## config.mk

```make
export PLATFORM = sky130hd
export DESIGN_NAME = reversible_deque_unit
export DESIGN_NICKNAME = d
export VERILOG_FILES = /design/src/design/rdq_pkg.sv /design/src/design/reversible_deque_unit.sv /design/src/design/rdq_ctrl.sv /design/src/design/rdq_dpath.sv
export SDC_FILE = /design/constraint.sdc
export NUM_CORES = 1
export LEC_CHECK = 0
export BUFFER_PORTS_ARGS = -buffer_cell sky130_fd_sc_hd__buf_4
export CORE_MARGIN = 2
export CORE_UTILIZATION = 55
export CTS_BUF_LIST = sky130_fd_sc_hd__clkbuf_4 sky130_fd_sc_hd__clkbuf_8
export CTS_CLUSTER_SIZE = 10
export DETAILED_ROUTE_END_ITERATION = 6
export PLACE_DENSITY = 0.72
export RECOVER_POWER = 100
export SYNTH_ARGS = -nofsm -noshare
export SYNTH_HDL_FRONTEND = slang
export SYNTH_SLANG_ARGS = --single-unit
```

## constraint.sdc

```tcl
create_clock -name clk -period 8.6 [get_ports clk]
set_input_delay 0 -clock clk [delete_from_list [all_inputs] [get_ports clk]]
set_output_delay 0 -clock clk [all_outputs]
set_load 0.03 [all_outputs]
```

## src/design/rdq_pkg.sv

```systemverilog
`timescale 1ns / 1ps
// Package for the reversible deque: operation and status codes, sequencer
// states and the command bundle between controller and datapath. No dependencies.
package rdq_pkg;

  localparam int DEPTH_DEF      = 16;
  localparam int DATA_WIDTH_DEF = 32;

  localparam int MODE_W   = 3;
  localparam int VALUE_W  = 32;
  localparam int COUNT_W  = 5;
  localparam int STATUS_W = 2;

  localparam logic [MODE_W-1:0] MODE_PUSH_BACK  = 3'd0;
  localparam logic [MODE_W-1:0] MODE_PUSH_FRONT = 3'd1;
  localparam logic [MODE_W-1:0] MODE_POP_BACK   = 3'd2;
  localparam logic [MODE_W-1:0] MODE_POP_FRONT  = 3'd3;
  localparam logic [MODE_W-1:0] MODE_TOGGLE     = 3'd4;
  localparam logic [MODE_W-1:0] MODE_PEEK       = 3'd5;

  localparam logic [STATUS_W-1:0] STATUS_OK        = 2'd0;
  localparam logic [STATUS_W-1:0] STATUS_POP_EMPTY = 2'd1;
  localparam logic [STATUS_W-1:0] STATUS_PUSH_FULL = 2'd2;

  typedef enum logic [1:0] {
    ST_IDLE,
    ST_EXEC,
    ST_FETCH,
    ST_SEND
  } rdq_state_t;

  typedef struct packed {
    logic load;
    logic exec;
    logic fetch;
  } rdq_cmd_t;

endpackage

```

## src/design/reversible_deque_unit.sv

```systemverilog
`timescale 1ns / 1ps
// Top level of the reversible deque: bounded double-ended queue on a ring
// store with a reverse flag. Depends on rdq_pkg, rdq_ctrl and rdq_dpath.
//
// One item is taken at a time and each gives one result. After an item is
// accepted, the index and count update with the store write, then the head and
// tail entries are read through a registered read, then the result is
// presented with m_tvalid, which stays high while m_tready is held low; the
// next item is accepted in the cycle after the result is taken. These steps
// are set by the sequencer and the registered read port of the ring store.
module reversible_deque_unit #(
  parameter int DEPTH      = rdq_pkg::DEPTH_DEF,
  parameter int DATA_WIDTH = rdq_pkg::DATA_WIDTH_DEF
) (
  input  logic        clk,
  input  logic        rst,
  input  logic        s_tvalid,
  output logic        s_tready,
  input  logic [39:0] s_tdata,   // mode[2:0], value[34:3], zero[39:35]
  output logic        m_tvalid,
  input  logic        m_tready,
  output logic [71:0] m_tdata    // front_value[31:0], back_value[63:32],
                                 // count[68:64], status[70:69], zero[71]
);
  import rdq_pkg::*;

  rdq_cmd_t            cmd;
  logic [VALUE_W-1:0]  front_value;
  logic [VALUE_W-1:0]  back_value;
  logic [COUNT_W-1:0]  count;
  logic [STATUS_W-1:0] status;

  rdq_ctrl u_ctrl (
    .clk      (clk),
    .rst      (rst),
    .s_tvalid (s_tvalid),
    .s_tready (s_tready),
    .m_tvalid (m_tvalid),
    .m_tready (m_tready),
    .cmd      (cmd)
  );

  rdq_dpath #(
    .DEPTH      (DEPTH),
    .DATA_WIDTH (DATA_WIDTH)
  ) u_dpath (
    .clk         (clk),
    .rst         (rst),
    .cmd         (cmd),
    .mode        (s_tdata[2:0]),
    .value       (s_tdata[34:3]),
    .front_value (front_value),
    .back_value  (back_value),
    .count       (count),
    .status      (status)
  );

  assign m_tdata = {1'b0, status, count, back_value, front_value};

endmodule

```

## src/design/rdq_ctrl.sv

```systemverilog
`timescale 1ns / 1ps
// Sequencer of the reversible deque: latch, update, read, present.
// Depends on rdq_pkg.
module rdq_ctrl (
  input  logic            clk,
  input  logic            rst,
  input  logic            s_tvalid,
  output logic            s_tready,
  output logic            m_tvalid,
  input  logic            m_tready,
  output rdq_pkg::rdq_cmd_t cmd
);
  import rdq_pkg::*;

  rdq_state_t state;
  rdq_state_t state_next;

  always_ff @(posedge clk) begin
    if (rst) begin
      state <= ST_IDLE;
    end else begin
      state <= state_next;
    end
  end

  always_comb begin
    state_next = state;
    s_tready   = 1'b0;
    m_tvalid   = 1'b0;
    cmd        = '0;
    case (state)
      ST_IDLE: begin
        s_tready = 1'b1;
        if (s_tvalid) begin
          cmd.load   = 1'b1;
          state_next = ST_EXEC;
        end
      end
      ST_EXEC: begin
        cmd.exec   = 1'b1;
        state_next = ST_FETCH;
      end
      ST_FETCH: begin
        cmd.fetch  = 1'b1;
        state_next = ST_SEND;
      end
      ST_SEND: begin
        m_tvalid = 1'b1;
        if (m_tready) begin
          state_next = ST_IDLE;
        end
      end
      default: begin
        state_next = ST_IDLE;
      end
    endcase
  end

  assert property (@(posedge clk) disable iff (rst)
    (s_tvalid && s_tready) |=> (state == ST_EXEC))
    else $error("accepted item did not start an update");

  assert property (@(posedge clk) disable iff (rst)
    (state == ST_SEND && !m_tready) |=> (state == ST_SEND))
    else $error("result dropped while stalled");

endmodule

```

## src/design/rdq_dpath.sv

```systemverilog
`timescale 1ns / 1ps
// Datapath of the reversible deque: ring store, head index, count, reverse
// flag and result registers. Depends on rdq_pkg.
module rdq_dpath #(
  parameter int DEPTH      = rdq_pkg::DEPTH_DEF,
  parameter int DATA_WIDTH = rdq_pkg::DATA_WIDTH_DEF
) (
  input  logic                         clk,
  input  logic                         rst,
  input  rdq_pkg::rdq_cmd_t            cmd,
  input  logic [rdq_pkg::MODE_W-1:0]   mode,
  input  logic [rdq_pkg::VALUE_W-1:0]  value,
  output logic [rdq_pkg::VALUE_W-1:0]  front_value,
  output logic [rdq_pkg::VALUE_W-1:0]  back_value,
  output logic [rdq_pkg::COUNT_W-1:0]  count,
  output logic [rdq_pkg::STATUS_W-1:0] status
);
  import rdq_pkg::*;

  localparam int IW = (DEPTH > 1) ? $clog2(DEPTH) : 1;
  localparam int CW = $clog2(DEPTH + 1);
  localparam int SW = $clog2(2 * DEPTH);

  logic [DATA_WIDTH-1:0] ring_store [DEPTH];

  logic [MODE_W-1:0]     op_mode;
  logic [DATA_WIDTH-1:0] op_value;

  logic [IW-1:0]       first_index;
  logic [IW-1:0]       first_index_next;
  logic [CW-1:0]       element_count;
  logic [CW-1:0]       element_count_next;
  logic                reversed;
  logic                reversed_next;
  logic [STATUS_W-1:0] op_status;
  logic [STATUS_W-1:0] op_status_next;

  logic                  wr_en;
  logic [IW-1:0]         wr_addr;
  logic [IW-1:0]         slot_before;
  logic [IW-1:0]         slot_after;
  logic [IW-1:0]         slot_end;
  logic [IW-1:0]         slot_tail;
  logic [SW-1:0]         sum_end;
  logic [SW-1:0]         sum_tail;
  logic                  is_full;
  logic                  is_empty;
  logic signed [DATA_WIDTH-1:0] rd_head;
  logic signed [DATA_WIDTH-1:0] rd_tail;
  logic [VALUE_W-1:0]    head_v;
  logic [VALUE_W-1:0]    tail_v;

  assign is_full  = (element_count == CW'(DEPTH));
  assign is_empty = (element_count == '0);

  assign slot_before = (first_index == '0) ? IW'(DEPTH - 1) : first_index - IW'(1);
  assign slot_after  = (first_index == IW'(DEPTH - 1)) ? '0 : first_index + IW'(1);

  assign sum_end  = SW'(first_index) + SW'(element_count);
  assign slot_end = (sum_end >= SW'(DEPTH)) ? IW'(sum_end - SW'(DEPTH)) : IW'(sum_end);

  assign sum_tail  = SW'(first_index) + SW'(element_count) - SW'(1);
  assign slot_tail = is_empty ? first_index :
                     (sum_tail >= SW'(DEPTH)) ? IW'(sum_tail - SW'(DEPTH)) : IW'(sum_tail);

  always_ff @(posedge clk) begin
    if (cmd.load) begin
      op_mode  <= mode;
      op_value <= DATA_WIDTH'(value);
    end
  end

  always_comb begin
    first_index_next   = first_index;
    element_count_next = element_count;
    reversed_next      = reversed;
    op_status_next     = STATUS_OK;
    wr_en              = 1'b0;
    wr_addr            = slot_end;
    case (op_mode)
      MODE_PUSH_BACK, MODE_PUSH_FRONT: begin
        if (is_full) begin
          op_status_next = STATUS_PUSH_FULL;
        end else begin
          wr_en              = 1'b1;
          element_count_next = element_count + CW'(1);
          if ((op_mode == MODE_PUSH_BACK) == reversed) begin
            wr_addr          = slot_before;
            first_index_next = slot_before;
          end
        end
      end
      MODE_POP_BACK, MODE_POP_FRONT: begin
        if (is_empty) begin
          op_status_next = STATUS_POP_EMPTY;
        end else begin
          element_count_next = element_count - CW'(1);
          if ((op_mode == MODE_POP_BACK) == reversed) begin
            first_index_next = slot_after;
          end
        end
      end
      MODE_TOGGLE: begin
        reversed_next = !reversed;
      end
      default: begin
      end
    endcase
  end

  always_ff @(posedge clk) begin
    if (rst) begin
      first_index   <= '0;
      element_count <= '0;
      reversed      <= 1'b0;
      op_status     <= STATUS_OK;
    end else if (cmd.exec) begin
      first_index   <= first_index_next;
      element_count <= element_count_next;
      reversed      <= reversed_next;
      op_status     <= op_status_next;
    end
  end

  always_ff @(posedge clk) begin
    if (cmd.exec && wr_en) begin
      ring_store[wr_addr] <= op_value;
    end
  end

  always_ff @(posedge clk) begin
    if (cmd.fetch) begin
      rd_head <= ring_store[first_index];
      rd_tail <= ring_store[slot_tail];
    end
  end

  assign head_v = is_empty ? '0 : VALUE_W'(rd_head);
  assign tail_v = is_empty ? '0 : VALUE_W'(rd_tail);

  assign front_value = reversed ? tail_v : head_v;
  assign back_value  = reversed ? head_v : tail_v;
  assign count       = COUNT_W'(element_count);
  assign status      = op_status;

  assert property (@(posedge clk) disable iff (rst)
    element_count <= CW'(DEPTH))
    else $error("count beyond depth");

  assert property (@(posedge clk) disable iff (rst)
    32'(first_index) < 32'(DEPTH))
    else $error("head index out of range");

  assert property (@(posedge clk) disable iff (rst)
    (cmd.exec && is_empty && (op_mode == MODE_POP_BACK || op_mode == MODE_POP_FRONT))
    |=> (op_status == STATUS_POP_EMPTY && element_count == '0 &&
         $stable(first_index)))
    else $error("pop on empty changed the state");

endmodule

```

# After elaboration in Yosys (flattened, before gate mapping)
# Memory sizes are Yosys's and may differ from the RTL's. A register that Yosys moved wholly into a read port is not among the register bits.
# Cells that the tools add are included.
dict set report classes {
  n_addsub 8
  order_cmp 2
  n_eq_ne 17
  mux 36
  n_reduce_logical 13
}
# operator count
set ops {}
lappend ops {{32-bit two-way mux} 4}
lappend ops {{4-bit two-way mux} 12}
lappend ops {{4-bit by 1-bit subtractor with 4-bit output (second input constant)} 3}
lappend ops {{1-bit two-way mux} 11}
lappend ops {{5-bit >= comparator (second input constant)} 2}
lappend ops {{5-bit two-way mux} 2}
lappend ops {{5-bit case mux with 2 select lines} 1}
lappend ops {{5-bit by 1-bit subtractor with 5-bit output (second input constant)} 2}
lappend ops {{2-bit != test (second input constant)} 4}
lappend ops {{2-bit case mux with 4 select lines} 1}
lappend ops {{4-bit case mux with 2 select lines} 1}
lappend ops {{3-bit by 2-bit equality test with 1-bit output (second input constant)} 2}
lappend ops {{2-bit two-way mux} 3}
lappend ops {{6-bit AND reduction} 1}
lappend ops {{4-bit by 5-bit adder with 5-bit output} 1}
lappend ops {{5-bit by 1-bit adder with 5-bit output (second input constant)} 1}
lappend ops {{5-bit equality test (second input constant)} 1}
lappend ops {{5-bit zero test} 1}
lappend ops {{4-bit by 1-bit adder with 4-bit output (second input constant)} 1}
lappend ops {{2-bit equality test (second input constant)} 2}
lappend ops {{4-bit equality test (second input constant)} 1}
lappend ops {{4-bit zero test} 1}
lappend ops {{2-bit by 1-bit != test with 1-bit output (second input constant)} 2}
lappend ops {{2-bit case mux with 2 select lines} 1}
lappend ops {{12 further kinds} 15}
dict set report totals {
  regBits 49
  ram_bits 512
  n_memories 1
}
# memory depth word_bits read_ports rd_clocked_by_memory_dff write_ports line_no
set mem_list {}
lappend mem_list {u_dpath.ring_store 16 32 2 2 1 rdq_dpath.sv:24} ;# logic [DATA_WIDTH-1:0] ring_store [DEPTH];

# Longest topological paths before layout
# Gate-level depths: netlist (run 1).
dict set report depth {
  ltp_word 6
  ltp_mapped 11
  depth_no_buf 10
}

# Hierarchy
# A second synthesis (run 1) with hierarchy kept.
dict set report unflattened {
  hier_cells 1834
  hier_area_um2 28687.5
}
# module n_inst cells_each area_each_um2 seq_area_each_um2
set by_module_without_submodules {}
lappend by_module_without_submodules {rdq_dpath 1 1814 28512.3 18587.8}
lappend by_module_without_submodules {rdq_ctrl 1 18 163.9 40.0}
lappend by_module_without_submodules {reversible_deque_unit 1 2 11.3 0.0}

# Least setup slack after synthesis (run 1)
# No wires, ideal clock.
dict set report synth_timing {
  kind {register to register}
  start {register u_dpath.element_count[2], in the netlist u_dpath.count[2]}
  end {memory u_dpath.ring_store[3][0] (netlist bit) (enable)}
  setup_time_ns 0.421
  t_arrival_ns 3.339
  required_ns 8.179
  path_slack_ns 4.840
  path_stages_with_launch 9
  path_buffers 1
  cell_sequence {dfxtp_1 ha_1 buf_2 or2_2 nand2_1 xnor3_1 mux2i_1 nand2_1 nor2_1}
}
dict set report synth_via {
  elab_chain_cells 6
}
# item line_no
set synth_rtl {}
lappend synth_rtl {{from (decl)} rdq_dpath.sv:31} ;# logic [CW-1:0] element_count;
lappend synth_rtl {{from (signal assigned)} rdq_dpath.sv:119} ;# element_count <= element_count_next;
lappend synth_rtl {{4-bit by 5-bit adder with 5-bit output or 5-bit equality test (tied branches)} {rdq_dpath.sv:59, rdq_dpath.sv:53}}
lappend synth_rtl {{4-bit by 1-bit subtractor with 4-bit output, or another cell as far along} rdq_dpath.sv:60} ;# assign slot_end = (sum_end >= SW'(DEPTH)) ? IW'(sum_end - SW'(DEPTH)) : IW'(sum_end);
lappend synth_rtl {{4-bit two-way mux or 1-bit two-way mux (tied branches)} {rdq_dpath.sv:60, rdq_dpath.sv:80}}
lappend synth_rtl {{4-bit two-way mux or 1-bit logical AND (tied branches)} {rdq_dpath.sv:87, rdq_dpath.sv:126}}
lappend synth_rtl {{4-bit two-way mux or 1-bit two-way mux (tied branches)} {rdq_dpath.sv:82, rdq_dpath.sv:126}}
lappend synth_rtl {{4-bit two-way mux or 1-bit two-way mux (tied branches)} {rdq_dpath.sv:80, rdq_dpath.sv:127}}
lappend synth_rtl {{to (decl)} rdq_dpath.sv:24}
# Parallel ways exist; a longest one is shown, timed or not.

# Worst setup path after layout (run 1)
dict set report layout_timing {
  start {register u_dpath.first_index[1]}
  end {memory u_dpath.ring_store[11][28] (netlist bit) (enable)}
}
dict set report layout_via {
  elab_chain_cells 6
}
# item line_no
set layout_rtl {}
lappend layout_rtl {{from (decl)} rdq_dpath.sv:29} ;# logic [IW-1:0] first_index;
lappend layout_rtl {{from (signal assigned)} rdq_dpath.sv:118} ;# first_index <= first_index_next;
lappend layout_rtl {{4-bit by 5-bit adder with 5-bit output} rdq_dpath.sv:59} ;# assign sum_end = SW'(first_index) + SW'(element_count);
lappend layout_rtl {{4-bit by 1-bit subtractor with 4-bit output or 5-bit >= comparator (tied branches)} rdq_dpath.sv:60}
lappend layout_rtl {{4-bit two-way mux} rdq_dpath.sv:60}
lappend layout_rtl {{4-bit two-way mux} rdq_dpath.sv:87} ;# if ((op_mode == MODE_PUSH_BACK) == reversed) begin
lappend layout_rtl {{4-bit two-way mux} rdq_dpath.sv:82} ;# if (is_full) begin
lappend layout_rtl {{4-bit two-way mux *} rdq_dpath.sv:80} ;# case (op_mode)
# Mark *: on every way between the ends. The rest lies on a longest branch, timed or not.

==> reports/metrics.cfg, run 1 <==
[outcome]
status=finished with violations
violations=capacitance limit, slew limit

[yosys]
synthCells=1482
synth-edff-count=611
syn_area_per_cell_sq_um=19.2
synth_seq_cells=625
yosysTopAreaCell=edfxtp_1
synthMostInstantiatedCell=edfxtp_1
async_flop_share=0
ys.flop_type=edfxtp_1
syn_area_sq_um=28500
yosysTopAreaCellShare=0.643
yosysSeqAreaShare=0.653
yosys_warnings=0
synth_common_cells=edfxtp_1, mux4_2, nor2_1, mux2i_1, o21ai_0
post_synth_num_cell_types=59
synthesis.nets=1541
ys_top_cells_by_area=edfxtp_1, mux4_2, mux2i_1

[sta]
slew_headroom=-1.40
fin_crit_ps=6130
rsz0062_at_grt=no
drv_slew=598
worst_slack_ps=2470
finalClockSkew_ps=29.3
final_hold_viol_count=0
tns_ps=0
fmax_mhz=163
worst_pin_slew_ps=3600
finalCritPeriodShare=0.713
hold_ws_ps=60.9
final-setup-viol-count=0

[detailed_routing]
antenna_left=0
drc=0
vias=16200
wl_microns=72000
wire_per_inst_microns=29.7
viasPerCell=6.70
drtIter0Drc=1552
drt_pre_antenna_iters=5

[global_route]
grt_overflow=0
first_global_vias=16600
grt_pass1_wl_microns=106000
grt_start_max_net_pins=127
antenna_found_initial=0
grt_usage=0.274

[die]
num_rows=83
die_w_microns=232
pin_count=118
die-area_sq_um=53700
die_height_microns=232
core-area_sq_um=51300
start_util=0.556

[clocking]
path_clk_slew_ps=60
clock_latency_ps=680
cts_setup_buffers=0
clockRootBuffer=clkbuf_8
cts.sinks=625
cts_buffer_depth=3
cts_tree=done
cts_max_level=3
holdBufCountCts=45
cts_made_buffers=100
post_cts_resized=0

[critical_path]
crit_path_end_kind=flip-flop
cp_slowest_cell=clkbuf_1
path_class=flip-flop to flip-flop
reg2reg_depth=8
cp_slowest_stage_delay_ps=1690
path_max_fanout=26
critical_path_required_ps=8830
arrival_ps=6360
crit_top_cell=nand2_1
cp_cell_sequence=ha_1 > a211o_1 > nand2_1 > xnor3_1 > mux2_1 > nand2_1 > nor2_1 > clkbuf_1
cp-start-kind=flip-flop

[cells_and_area]
nNetsFinal=1731
utilization=0.626
layout.cells.non_filler=2424
fin_area_sq_um=32100
area_growth_pct=12.5
antennaDiodeCount=0
drive_above_1_share=0.295

[placement]
dpl_cell_area_sq_um=30200
dp_hpwl_microns=38700
pre_cts_ws_ps=4180
io_buffers=111
place_inst=2205
place_congestion=0.822

[hold_path]
hold_class=primary input to flip-flop
holdPathStages=2

[power_and_ir_drop]
cellPowerDensity_nw_per_um2=310
finalPower_mw=9.94
p_leak_nw=9.89
vdd_drop_max_mv=0.391

[flow_run]
cap_violations=22

where the power goes:
part / switching (mW) / internal, mW / leakage [nW] / total [mW]
registers: 0.271 / 3.82 / 5.64 / 4.10
logic: 1.92 / 1.49 / 3.25 / 3.41
clock network: 1.13 / 1.31 / 1.00 / 2.44
total: 3.31 / 6.63 / 9.89 / 9.94
layer usage:
metal / GRT usage / routed length (microns)
met5: 0 / 0
met2: 0.453 / 36200
met1: 0.369 / 27600
met4: 0.111 / 2400
met3: 0.0453 / 5810
critical path, delay by kind of cell, from the launching register on:
kind	cells	cell delay (ps)
DFF	1	1510
buffers and inverters	1	1690
xor gates and xnor gates	1	160
adders and majority gates	1	450
muxes	1	160
AOI/OAI and AO/OA	1	320
and+or+nand+nor	3	1370
cell type report:
class / instances / area, sq um
sequential: 625 / 18600
clock inverter: 32 / 173
tap: 680 / 851
fill: 3706 / 19200
multi-input combinational: 738 / 9420
inverter: 13 / 48.8
timing repair buffer: 194 / 1250
clock buffer: 142 / 1720
cells by family after synthesis:
logic type | after synthesis | synth area share
buffers and inverters | 119 | 0.0176
AO/OA/AOI/OAI | 162 | 0.0358
multiplexers | 357 | 0.250
XOR/XNOR | 17 | 0.00671
flip-flops | 625 | 0.653
adder cells (fa/ha/maj) | 15 | 0.00711
other | 1 | 0.000131
AND/OR/NAND/NOR | 186 | 0.0297
final timing paths:
kind / start / endpoint / slack [ps]
setup / recovery: u_dpath.first_index[1] / u_dpath.ring_store[11][28] / 2470
hold reg to reg: u_dpath.status[1] / u_dpath.status[1] / 480
setup reg to reg: u_dpath.first_index[1] / u_dpath.ring_store[11][28] / 2470
hold / removal: s_tdata[7] / u_dpath.op_value[4] / 60
state kept, by name (all words and copies together) (netlist names):
| register | count |
|---|---|
| u_dpath.ring_store | 512 |
| u_dpath.op_value | 32 |
| u_dpath.rd_head | 32 |
| u_dpath.rd_tail | 32 |
| u_dpath.count | 5 |
| u_dpath.first_index | 4 |
| u_dpath.op_mode | 3 |
| u_ctrl.state | 2 |
| u_dpath.status | 2 |
| u_dpath.reversed | 1 |
layout by cell type, fill, tap and decap left out, types with 4 or more instances in the layout:
cell type	netlist	final
a22oi_1	31	31
dlygate4sd3_1	0	45
clkbuf_1	53	91
clkbuf_8	0	105
nand2_1	21	21
clkinv_2	0	5
nand4_1	6	6
a2111oi_0	4	4
buf_4	4	25
dfxtp_1	14	11
a211oi_1	4	4
o211ai_1	4	4
a21boi_0	4	4
xor2_1	4	4
a21oi_1	16	16
clkinv_1	1	23
mux2i_1	70	70
nor3_1	7	7
xnor2_1	10	10
o21ai_1	4	4
ha_1	13	13
nand3_1	38	38
o21a_1	6	6
edfxtp_1	611	611
clkbuf_4	0	67
nor2_1	93	92
o21ai_0	69	69
mux4_2	284	284
inv_1	12	11
Note: power is estimated with default switching activity, not from simulation.
==> run 2, diff against run 1 <==
--- a/config.mk
+++ b/config.mk
@@ -11,7 +11,7 @@
 export CTS_BUF_LIST = sky130_fd_sc_hd__clkbuf_4 sky130_fd_sc_hd__clkbuf_8
 export CTS_CLUSTER_SIZE = 10
 export DETAILED_ROUTE_END_ITERATION = 6
-export PLACE_DENSITY = 0.72
+export PLACE_DENSITY = 0.75
 export RECOVER_POWER = 100
 export SYNTH_ARGS = -nofsm -noshare
 export SYNTH_HDL_FRONTEND = slang
==> constraint.sdc (replaced) <==
create_clock -name clk -period 5 [get_ports clk]
set_input_delay 0 -clock clk [delete_from_list [all_inputs] [get_ports clk]]
set_output_delay 0 -clock clk [all_outputs]
set_load 0.03 [all_outputs]
==> reports/metrics.cfg, run 2 (synthesis gave the netlist of run 1 again) <==
[clocking]
cts_setup_buffers=0  ; unchanged
path_clk_slew_ps=60  ; about the same
clockRootBuffer=clkbuf_8  ; unchanged
clock_latency_ps=700  ; was 680 ps
cts.sinks=625  ; unchanged
cts_tree=done  ; unchanged
cts_max_level=3  ; unchanged
cts_buffer_depth=3  ; unchanged
cts_made_buffers=99  ; was 100

[hold_path]
hold_class=primary input to flip-flop  ; unchanged
holdPathStages=2  ; unchanged

[detailed_routing]
vias=16500  ; was 16200
drt_pre_antenna_iters=5  ; unchanged
antenna_left=0  ; unchanged
wire_per_inst_microns=29.4  ; was 29.7 microns
drc=0  ; unchanged
drtIter0Drc=1886  ; was 1552
wl_microns=71900  ; was 72000 microns
viasPerCell=6.74  ; was 6.70

[power_and_ir_drop]
finalPower_mw=17.1  ; was 9.94 mW
vdd_drop_max_mv=0.504  ; was 0.391 mV
cellPowerDensity_nw_per_um2=529  ; was 310 nW/um^2
p_leak_nw=10.0  ; was 9.89 nW

[critical_path]
reg2reg_depth=4  ; was 8
cp-start-kind=flip-flop  ; unchanged
crit_top_cell=mux4_2  ; was nand2_1
cp_slowest_stage_delay_ps=1590  ; was 1690 ps
cp_cell_sequence=clkbuf_2 > buf_4 > mux4_2 > mux4_2  ; was ha_1 > a211o_1 > nand2_1 > xnor3_1 > mux2_1 > nand2_1 > nor2_1 > clkbuf_1
path_class=flip-flop to flip-flop  ; unchanged
cp_slowest_cell=clkbuf_2  ; was clkbuf_1
cp_num_cells=4  ; was 8
cp.buffers_inverters=2  ; was 1
path_max_fanout=66  ; was 26
crit_path_end_kind=flip-flop  ; unchanged
cp_top_family=buffers and inverters  ; unchanged
critical_path_required_ps=5430  ; was 8830 ps
arrival_ps=4890  ; was 6360 ps

[sta]
final_hold_viol_count=0  ; unchanged
fmax_mhz=224  ; was 163 MHz
worst_slack_ps=540  ; was 2470 ps
final-setup-viol-count=0  ; unchanged
finalCritPeriodShare=0.892  ; was 0.713
fin_crit_ps=4460  ; was 6130 ps
rsz0062_at_grt=no  ; unchanged
slew_headroom=-1.07  ; was -1.40
drv_slew=230  ; was 598
tns_ps=0  ; unchanged
finalClockSkew_ps=42.8  ; was 29.3 ps
worst_pin_slew_ps=3100  ; was 3600 ps

[cells_and_area]
fill_cells=3675  ; was 3706
area_growth_pct=13.6  ; was 12.5%
layout_commonest_cell=edfxtp_1  ; unchanged
fin_area_sq_um=32400  ; was 32100 sq um
multi_input_area_sq_um=9450  ; was 9420 sq um
final_cell_mix=edfxtp_1, mux4_2, clkbuf_8  ; unchanged
largest_register_ffs=512  ; unchanged
largest_register=u_dpath.ring_store  ; unchanged
seq_area_sq_um=18600  ; unchanged
nNetsFinal=1753  ; was 1731
utilization=0.632  ; was 0.626
drive_above_1_share=0.303  ; was 0.295

[outcome]
violations=capacitance limit, slew limit  ; unchanged
status=finished with violations  ; unchanged

[die]
core-area_sq_um=51300  ; unchanged
pin_count=118  ; unchanged
start_util=0.556  ; unchanged
die_w_microns=232  ; unchanged
die-area_sq_um=53700  ; unchanged
num_rows=83  ; unchanged
die_height_microns=232  ; unchanged

[placement]
pre_cts_ws_ps=1030  ; was 4180 ps
dpl_cell_area_sq_um=30400  ; was 30200 sq um
place_congestion=0.836  ; was 0.822
dp_hpwl_microns=38500  ; was 38700 microns
io_buffers=111  ; unchanged

[global_route]
grt_start_max_net_pins=85  ; was 127
grt_overflow=0  ; unchanged
antenna_found_initial=1  ; was 0
grt_pass1_wl_microns=106000  ; about the same
grt_usage=0.274  ; about the same
first_global_vias=17000  ; was 16600

[flow_run]
cap_violations=8  ; was 22

-- run 2: area by class of cell --
| class | instances | area share |
|---|---|---|
| clock inverter | 32 | 0.00699 |
| antenna | 1 | 0.0000772 |
| multi-input combinational | 738 | 0.292 |
| inverter | 13 | 0.00151 |
| timing repair buffer | 217 | 0.0479 |
| tap | 680 | 0.0262 |
| sequential | 625 | 0.575 |
| clock buffer | 137 | 0.0508 |
-- run 2: metal layers --
layer,vias up,part of all wire,track usage
li1,6699,-,-
met1,8568,0.35,0.347
met2,1026,0.52,0.471
met3,176,0.094,0.0499
met4,0,0.035,0.110
met5,-,0,0
-- run 2: power breakdown --
part | internal [mW] | switching [mW]
sequential | 6.57 | 0.447
combinational | 2.58 | 3.36
clock | 2.23 | 1.96
total | 11.4 | 5.76
-- run 2: final timing paths --
path	startpoint	end	slack [ps]
max	u_dpath.first_index[0]	u_dpath.rd_head[31]	540
min	s_tdata[6]	u_dpath.op_value[3]	80
max reg2reg	u_dpath.first_index[0]	u_dpath.rd_head[31]	540
min reg2reg	u_dpath.status[1]	u_dpath.status[1]	480
-- run 2: timing repair --
action	in CTS	in global routing
hold endpoints to repair	49	0
gates resized for setup	0	0
hold buffers	63	0
setup endpoints to repair	0	0
-- run 2: metrics by stage --
stage               hold slack (ps)  cells
finish                         79.5   2443
global placement                178   2210
floorplan                      69.1   1482
CTS                            2.11   2442
detailed placement              179   2210
global route                   72.0   2443
==> run 3, diff against run 2 <==
--- a/config.mk
+++ b/config.mk
@@ -12,7 +12,7 @@
 export CTS_CLUSTER_SIZE = 10
 export DETAILED_ROUTE_END_ITERATION = 6
 export PLACE_DENSITY = 0.75
-export RECOVER_POWER = 100
+export RECOVER_POWER = 25
 export SYNTH_ARGS = -nofsm -noshare
 export SYNTH_HDL_FRONTEND = slang
 export SYNTH_SLANG_ARGS = --single-unit
==> reports/metrics.cfg, run 3 (synthesis gave the netlist of run 1 again) <==
[outcome]
status=completed  ; was finished with violations

[critical_path]
critical_path_required_ps=5400  ; was 5430 ps
path_max_fanout=23  ; was 66
arrival_ps=4550  ; was 4890 ps
cp-start-kind=flip-flop  ; unchanged
r2r_end=u_dpath.rd_tail[30]  ; was u_dpath.rd_head[31]
cp_num_cells=10  ; was 4
cp_slowest_stage_delay_ps=670  ; was 1590 ps
path_class=flip-flop to flip-flop  ; unchanged
crit_path_start=u_dpath.first_index[0]  ; unchanged
crit_path_end_kind=flip-flop  ; unchanged
cp_top_family=compound AO/OA/AOI/OAI gates  ; was buffers and inverters
ff2ff_setup_slack_ps=850  ; was 540 ps
reg2reg_depth=10  ; was 4
cp-endpoint=u_dpath.rd_tail[30]  ; was u_dpath.rd_head[31]
reg2reg_from=u_dpath.first_index[0]  ; unchanged
cp.buffers_inverters=1  ; was 2
cp_slowest_cell=a21oi_1  ; was clkbuf_2
cp_cell_sequence=ha_1 > fa_1 > inv_1 > ha_1 > xnor3_1 > a21oi_1 > nor2_1 > a2111oi_0 > or4_1 > mux2i_1  ; was clkbuf_2 > buf_4 > mux4_2 > mux4_2
crit_top_cell=ha_1  ; was mux4_2

[die]
core-area_sq_um=51300  ; unchanged
die_w_microns=232  ; unchanged
pin_count=118  ; unchanged
start_util=0.556  ; unchanged
die-area_sq_um=53700  ; unchanged
die_height_microns=232  ; unchanged
num_rows=83  ; unchanged

[power_and_ir_drop]
finalPower_mw=17.3  ; was 17.1 mW
cellPowerDensity_nw_per_um2=527  ; was 529 nW/um^2
vdd_drop_max_mv=0.503  ; was 0.504 mV
p_leak_nw=10.4  ; was 10.0 nW

[sta]
tns_ps=0  ; unchanged
slew_headroom=0.274  ; was -1.07
fin_crit_ps=4150  ; was 4460 ps
worst_slack_ps=851  ; was 540 ps
final_hold_viol_count=0  ; unchanged
finalClockSkew_ps=42.4  ; was 42.8 ps
worst_pin_slew_ps=1090  ; was 3100 ps
rsz0062_at_grt=no  ; unchanged
final-setup-viol-count=0  ; unchanged
fmax_mhz=241  ; was 224 MHz
finalCritPeriodShare=0.830  ; was 0.892
drv_slew=0  ; was 230

[detailed_routing]
drtIter0Drc=1939  ; was 1886
antenna_left=0  ; unchanged
wl_microns=71800  ; was 71900 microns
drc=0  ; unchanged
wire_per_inst_microns=29.4  ; about the same
drt_pre_antenna_iters=6  ; was 5
vias=16500  ; about the same
viasPerCell=6.74  ; about the same

[clocking]
cts_tree=done  ; unchanged
cts_buffer_depth=3  ; unchanged
path_clk_slew_ps=60  ; about the same
clock_latency_ps=700  ; about the same
cts.sinks=625  ; unchanged
cts_made_buffers=99  ; unchanged
post_cts_resized=0  ; unchanged
holdBufCountCts=63  ; unchanged
clockRootBuffer=clkbuf_8  ; unchanged
cts_setup_buffers=0  ; unchanged
cts_max_level=3  ; unchanged

[cells_and_area]
area_growth_pct=15.4  ; was 13.6%
fill_cells=3554  ; was 3675
largest_register=u_dpath.ring_store  ; unchanged
layout.cells.non_filler=2443  ; unchanged
nNetsFinal=1753  ; unchanged
layout_commonest_cell=edfxtp_1  ; unchanged
final_cell_mix=edfxtp_1, mux4_2, buf_4  ; was edfxtp_1, mux4_2, clkbuf_8
utilization=0.642  ; was 0.632
drive_above_1_share=0.355  ; was 0.303
largest_register_ffs=512  ; unchanged

[hold_path]
min_from=s_tdata[6]  ; unchanged
hold_class=primary input to flip-flop  ; unchanged

[placement]
io_buffers=111  ; unchanged
pre_cts_ws_ps=1030  ; unchanged
place_inst=2210  ; unchanged
place_congestion=0.836  ; unchanged
dp_hpwl_microns=38500  ; unchanged

[global_route]
grt_overflow=0  ; unchanged
grt_usage=0.274  ; unchanged
grt_start_max_net_pins=85  ; unchanged
antenna_found_initial=1  ; unchanged
first_global_vias=17000  ; unchanged
grt_pass1_wl_microns=106000  ; unchanged

[flow_run]
cap_violations=0  ; was 8

==> run 3: cell count changes in the layout (fill, tap and decap cells not counted), sizes merged <==
cell / before / now
buf: 23 / 119
clkbuf: 268 / 172
==> run 3: layer usage <==
| metal | up-vias | routed length, microns | track usage |
|---|---|---|---|
| met2 | 997 | 37300 | 0.471 |
| li1 | 6712 | - | - |
| met5 | - | 0 | 0 |
| met3 | 174 | 6490 | 0.0499 |
| met4 | 0 | 2460 | 0.110 |
| met1 | 8592 | 25600 | 0.347 |
==> run 3: power breakdown <==
group	internal, mW	switching [mW]	leakage [nW]	total [mW]
Sequential	6.55	0.450	5.64	7.00
Combinational	2.76	3.39	3.76	6.15
Clock	2.23	1.96	0.990	4.19
==> run 3: cell type report <==
cell class | instances | area [sq um] | share of cell area
flip-flops and latches | 625 | 18600 | 0.566
multi-input cells | 738 | 9560 | 0.290
repair buffers | 217 | 1950 | 0.0591
clock buffers | 137 | 1650 | 0.0501
well taps | 680 | 851 | 0.0258
clock inverters | 32 | 226 | 0.00688
inverters | 13 | 48.8 | 0.00148
diodes | 1 | 2.50 | 0.0000760
==> run 3: through the flow <==
step | area [sq um] | hold WS [ps]
after CTS | 32900 | 2.11
after global routing | 32900 | 72.0
after floorplan | 28500 | 69.1
after detailed placement | 30400 | 179
after global placement | 30400 | 178
final | 32900 | 78.6
==> run 3: how the worst min path moves through the flow <==
| stage | end | cells past startpoint |
|---|---|---|
| final | u_dpath.op_value[3] | 2 |
| after global routing | u_dpath.op_value[26] | 2 |
| after CTS | u_dpath.op_value[16] | 2 |
| after detailed placement | u_dpath.op_value[8] | 1 |
| after global placement | u_dpath.op_value[9] | 1 |
| after floorplan | u_dpath.status[1] | 1 |
